===== config.mk =====
export PLATFORM = sky130hd
export DESIGN_NAME = uvs_div_cell
export DESIGN_NICKNAME = d
export VERILOG_FILES = /design/src/sv/uvs_pkg.sv /design/src/sv/uvs_div_cell.sv
export SDC_FILE = /design/constraint.sdc
export NUM_CORES = 1
export LEC_CHECK = 0
export ABC_AREA = 1
export BUFFER_PORTS_ARGS = -buffer_cell sky130_fd_sc_hd__buf_2
export CAP_MARGIN = 20
export CORE_MARGIN = 4
export CORE_UTILIZATION = 49
export DETAILED_ROUTE_END_ITERATION = 8
export PLACE_DENSITY = 0.81
export SLEW_MARGIN = 20
export SYNTH_ARGS = -nofsm -noshare
export SYNTH_HDL_FRONTEND = slang
export SYNTH_SLANG_ARGS = --single-unit

===== constraint.sdc =====
create_clock -name clk -period 2.6 [get_ports clk]
set_clock_uncertainty 0.15 [all_clocks]
set_input_delay 0.39 -clock clk [delete_from_list [all_inputs] [get_ports clk]]
set_output_delay 0.39 -clock clk [all_outputs]
set_load 0.02 [all_outputs]

===== src/sv/uvs_pkg.sv =====
// Shared types and constants of the UV sphere vertex generator.
`default_nettype none

package uvs_pkg;

  // Index and count width of the grid inputs and count registers
  localparam int IW = 11;
  // Divisor and remainder width: covers twice the largest ring count
  localparam int DW = IW + 1;
  // Phase width in units of 2^-32 turn
  localparam int PW = 32;
  // Quarter-wave argument and magnitude width (Q30 up to 1.0)
  localparam int XW = 31;
  // Horner accumulator width
  localparam int SW = 32;
  // Number of sine lanes: sin theta, cos theta, sin phi, cos phi
  localparam int NPH = 4;
  // Number of Horner steps after the first coefficient
  localparam int HN = 5;

  localparam logic [PW-1:0] Q30_ONE = 32'h4000_0000;
  localparam logic [XW-1:0] Q30_ONE_X = 31'h4000_0000;
  localparam logic [16:0] TEX_ONE = 17'h1_0000;
  localparam logic [15:0] NORM_MAX = 16'h7FFF;
  localparam logic [IW-1:0] SEG_MIN = 11'd3;
  localparam logic [IW-1:0] RING_MIN = 11'd2;

  // Q30 coefficients of the quarter-wave sine, highest order first
  localparam logic [SW-1:0] K11 = 32'd3864;
  localparam logic [SW-1:0] HCOEF [0:HN-1] = '{
    32'd172272, 32'd5026986, 32'd85569306, 32'd693598668, 32'd1686629713
  };

  // Configuration register indexes
  typedef enum logic [1:0] {
    CFG_RADIUS   = 2'd0,
    CFG_SEGMENTS = 2'd1,
    CFG_RINGS    = 2'd2
  } cfg_reg_t;

  // Grid point carried beside the datapath
  typedef struct packed {
    logic [IW-1:0] ring;
    logic [IW-1:0] seg;
  } grid_pt_t;

endpackage

`default_nettype wire


===== src/sv/uvs_div_cell.sv =====
// One restoring division step for several lanes, registered.
`default_nettype none

module uvs_div_cell
  import uvs_pkg::*;
#(
  parameter int LANES = 2,
  parameter int QW = 11
) (
  input  logic                           clk,
  input  logic                           en,
  input  logic [LANES-1:0][DW-1:0]       d_i,
  input  logic [LANES-1:0][DW-1:0]       rem_i,
  input  logic [LANES-1:0][QW-1:0]       feed_i,
  input  logic [LANES-1:0][QW-1:0]       q_i,
  output logic [LANES-1:0][DW-1:0]       rem_o,
  output logic [LANES-1:0][QW-1:0]       feed_o,
  output logic [LANES-1:0][QW-1:0]       q_o
);

  logic [LANES-1:0][DW:0]   part;
  logic [LANES-1:0]         ge;
  logic [LANES-1:0][DW-1:0] rem_nxt;
  logic [LANES-1:0][QW-1:0] feed_nxt;
  logic [LANES-1:0][QW-1:0] q_nxt;
  logic [LANES-1:0][DW-1:0] rem_r;
  logic [LANES-1:0][QW-1:0] feed_r;
  logic [LANES-1:0][QW-1:0] q_r;

  // Shift in the next numerator bit, subtract the divisor when it fits
  always_comb begin
    for (int l = 0; l < LANES; l++) begin
      part[l]     = {rem_i[l], feed_i[l][QW-1]};
      ge[l]       = part[l] >= {1'b0, d_i[l]};
      rem_nxt[l]  = ge[l] ? DW'(part[l] - {1'b0, d_i[l]}) : part[l][DW-1:0];
      feed_nxt[l] = {feed_i[l][QW-2:0], 1'b0};
      q_nxt[l]    = {q_i[l][QW-2:0], ge[l]};
    end
  end

  // Hand the partial result to the next cell
  always_ff @(posedge clk) begin
    if (en) begin
      rem_r  <= rem_nxt;
      feed_r <= feed_nxt;
      q_r    <= q_nxt;
    end
  end

  assign rem_o  = rem_r;
  assign feed_o = feed_r;
  assign q_o    = q_r;

endmodule

`default_nettype wire


=== Yosys cells after proc, flatten, opt, wreduce, memory -nomap -nowiden ===
Index checks and enable logic that the tools add are counted.

* Register bits: 66
* Bits of input ports: 94
* Output and inout bits: 68
* Logic and storage cells: 12

* $add $sub $neg: 2
* Order comparisons: 2
* Muxes and demuxes: 2

{| class="wikitable"
|+ Operators with widths
! cell !! number
|-
| 13-bit by 12-bit >= comparator with 1-bit output || 2
|-
| 12-bit 2-to-1 mux || 2
|-
| 12-bit subtractor || 2
|}

=== Depth between registers and ports, before layout ===
* Depth after elaboration: 2
* Gate-level depth with buffers: 12
* Gate-level depth less buffers: 11

=== Least setup slack after synthesis ===
OpenSTA, ideal clock, no wires.

* Kind: input -> register
* Start point: input port d_i[20] in the netlist's numbering
* End point: register rem_r (netlist bit rem_o[18]), data pin
* Setup time: 0.253 ns
* Arrival: 1.653 ns
* Required time: 2.197 ns
* Setup slack: 0.544 ns
* Stages: 11
* Path buffers: 1
* Cell sequence: inv_1 > ha_1 > nand2_2 > inv_1 > nand2_2 > nand2_2 > a21oi_4 > nand3_4 > buf_12 > nand2_2 > nand2_1

{| class="wikitable"
|+ RTL lines
! element !! RTL line !! text
|-
| start: declaration || uvs_div_cell.sv:12 || <nowiki>input logic [LANES-1:0][DW-1:0] d_i,</nowiki>
|-
| end signal: assignment || uvs_div_cell.sv:44 || <nowiki>rem_r <= rem_nxt;</nowiki>
|-
| end: declaration || uvs_div_cell.sv:26 || <nowiki>logic [LANES-1:0][DW-1:0] rem_r;</nowiki>
|}

==> results.json <==
{
  "grt-ovfl-total": 0,
  "hp-class": "input pin to register",
  "cts_resized": 0,
  "highest-signal-layer": "met4",
  "maxSlewViolCount": 0,
  "clock_sinks": 66,
  "rsz0062_at_grt": "false",
  "cts-root-buf": "clkbuf_8",
  "utilization": 0.6507,
  "wl_per_cell_microns": 13.35,
  "synth.distinct_cells": 30,
  "max_stage_delay_ns": 0.36,
  "final.period_utilization": 0.8045,
  "start_util": 0.5094,
  "seq_area_frac_synth": 0.4958,
  "setup_tns_ns": 0,
  "outcome": "finished clean",
  "wl_met3_microns": 473,
  "fill_cells": 671,
  "grt_pass1_vias": 3333,
  "initialDrtViolationCount": 140,
  "crit_type": "input pin to register",
  "dp_hpwl_microns": 7638,
  "syn_avg_cell_area_sq_um": 9.106,
  "dp.cells": 695,
  "setup_viol": 0,
  "ff_latch_area_sq_mm": 0.001982,
  "fp.dieH_microns": 98.33,
  "final_cells": 711,
  "worstPathMaxFanout": 19,
  "area_growth_pct": 27.73,
  "drcViolationCount": 0,
  "vdd_drop_max_mv": 0.2363,
  "ys_warn_count": 0,
  "endpoint": "rem_o[12]$_DFFE_PP_",
  "crit_slowest_cell": "ha_1",
  "multi_input_area_sq_mm": 0.001619,
  "die_w_microns": 98.33,
  "synthDominantCellAreaShare": 0.4958,
  "required_ns": 2.52,
  "grt_max_degree": 67,
  "via_per_inst": 4.786,
  "io_pins": 162,
  "start_kind": "input pin",
  "layout_commonest_cell": "buf_2",
  "cts_tree": "yes",
  "vias": 3403,
  "htree_levels": 3,
  "power_per_cell_area_mw_per_mm2": 605.9,
  "totalPowerFinal_uw": 3094,
  "yosysTopAreaCell": "edfxtp_1",
  "timing_hold_violations_final": 0,
  "synthCells": 439,
  "grt_use_total": 0.1914,
  "layout_common_cells": "buf_2, nand2_1, inv_1",
  "crit_chain": "buf_2 -> inv_1 -> ha_1 -> nand2_2 -> inv_1 -> nand2_2 -> nand2_2 -> a21oi_4 -> nand3_4 -> nand2_1 -> o21ai_0",
  "cp.arrival_ns": 2.01,
  "ctsHoldBuffers": 0,
  "fmax_ghz": 0.4781,
  "yosys-top-cells-area": "edfxtp_1, nand2_1, inv_1",
  "holdWs_ns": 0.07713,
  "antennaDiodeCount": 0,
  "max_cap_violations": 0,
  "core.rowCount": 32,
  "first_pass_iters": 4,
  "antenna_found_initial": 0,
  "syn-cell-area_sq_mm": 0.003998,
  "route.final.wire_length_microns": 9489,
  "ys_seq_elements": 66,
  "clockBufferDepth": 2,
  "core_area_sq_mm": 0.007848,
  "critPathCaptureType": "register",
  "startpoint": "d_i[20]",
  "numCtsBuffers": 9,
  "drtAntennaViolNets": 0,
  "cts_setup_buffers": 0,
  "path_clk_slew_ns": 0.09,
  "grt_pass1_wl_microns": 15120,
  "wl_met1_microns": 4081,
  "drive_gt1_frac": 0.3366,
  "die_area_sq_mm": 0.009668,
  "cpMostUsedCell": "nand2_2",
  "gp_congestion": 0.9210,
  "finalNetCount": 724,
  "route.met2.wl_microns": 4819,
  "total_leakage_power_uw": 0.002673,
  "io_buffers": 157,
  "layout_min_cycle_time_ns": 2.092
}
routing by layer:
metal / global-route usage / vias up
met3: 0.02857 / 8
met4: 0.05882 / 0
met5: 0 / -
met1: 0.2373 / 1538
li1: - / 1749
met2: 0.3427 / 108
cell type report:
type / instances / share of cell area
sequential: 66 / 0.3881
inverter: 90 / 0.06616
clock buffer: 9 / 0.02426
multi-input combinational: 278 / 0.3171
tap: 102 / 0.02499
clock inverter: 7 / 0.02009
timing repair buffer: 159 / 0.1593
cells by family after synthesis:
logic type / after synthesis / share of synthesized area
AND/OR/NAND/NOR: 217 / 0.2579
buffers and inverters: 96 / 0.1002
flip-flops: 66 / 0.4958
adder cells (fa/ha/maj): 26 / 0.08513
AO/OA/AOI/OAI: 22 / 0.03599
XOR/XNOR: 11 / 0.02410
other: 1 / 0.0009381
sequential cells by signal, summed over array words and instances (netlist names):
name and count:
rem_o 24, q_o 22, feed_o 20
report_power, final:
| part | internal (uW) | total (uW) | switching, uW |
|---|---|---|---|
| combinational | 284 | 794 | 510 |
| sequential | 1310 | 1330 | 26.7 |
| clock | 550 | 966 | 416 |
| total | 2140 | 3090 | 953 |
worst max-delay path: cells and delay by family:
kind | cells | cell delay [ns]
and+or+nand+nor | 5 | 0.71
adders and majority gates | 1 | 0.36
buffers and inverters | 3 | 0.16
AOI/OAI and AO/OA | 2 | 0.36
synthesized netlist by cell type:
| cell type | instances |
|---|---|
| nand2_1 | 125 |
| inv_1 | 89 |
| edfxtp_1 | 66 |
| ha_1 | 24 |
| nand3_1 | 24 |
| nor2_1 | 20 |
| nand4_1 | 18 |
| o21ai_0 | 9 |
| xor2_1 | 9 |
| nand2_2 | 8 |
| nand3_2 | 8 |
| a21oi_1 | 7 |
| nand3b_1 | 4 |
| o21ai_2 | 3 |
| a21oi_4 | 2 |
| buf_4 | 2 |
| buf_6 | 2 |
| fa_1 | 2 |
| nor2_2 | 2 |
| nor2_4 | 2 |
| nor3_1 | 2 |
| nor3_2 | 2 |
| xnor2_1 | 2 |
| buf_12 | 1 |
| buf_2 | 1 |
| conb_1 | 1 |
| inv_2 | 1 |
| nand2_4 | 1 |
| nand3_4 | 1 |
| o21ai_1 | 1 |
worst min path at each step:
stage,startpoint,end,slack [ns],cells after the start
finish,feed_i[13],feed_o[14]$_DFFE_PP_,0.08,1
global route,feed_i[13],feed_o[14]$_DFFE_PP_,0.05,1
CTS,feed_i[13],feed_o[14]$_DFFE_PP_,0.05,1
detailed placement,feed_i[13],feed_o[14]$_DFFE_PP_,0.42,1
global placement,feed_i[5],feed_o[6]$_DFFE_PP_,0.42,1
floorplan,feed_i[9],feed_o[10]$_DFFE_PP_,0.34,0
metrics by stage:
| step | worst slack [ns] | cell area [sq um] |
|---|---|---|
| finish | 0.5082 | 5106 |
| global route | 0.4046 | 5106 |
| CTS | 0.5438 | 5106 |
| detailed placement | 0.1858 | 4880 |
| global placement | 0.2433 | 4880 |
| floorplan | 0.5435 | 4001 |
Note: power is estimated with default switching activity, not from simulation.
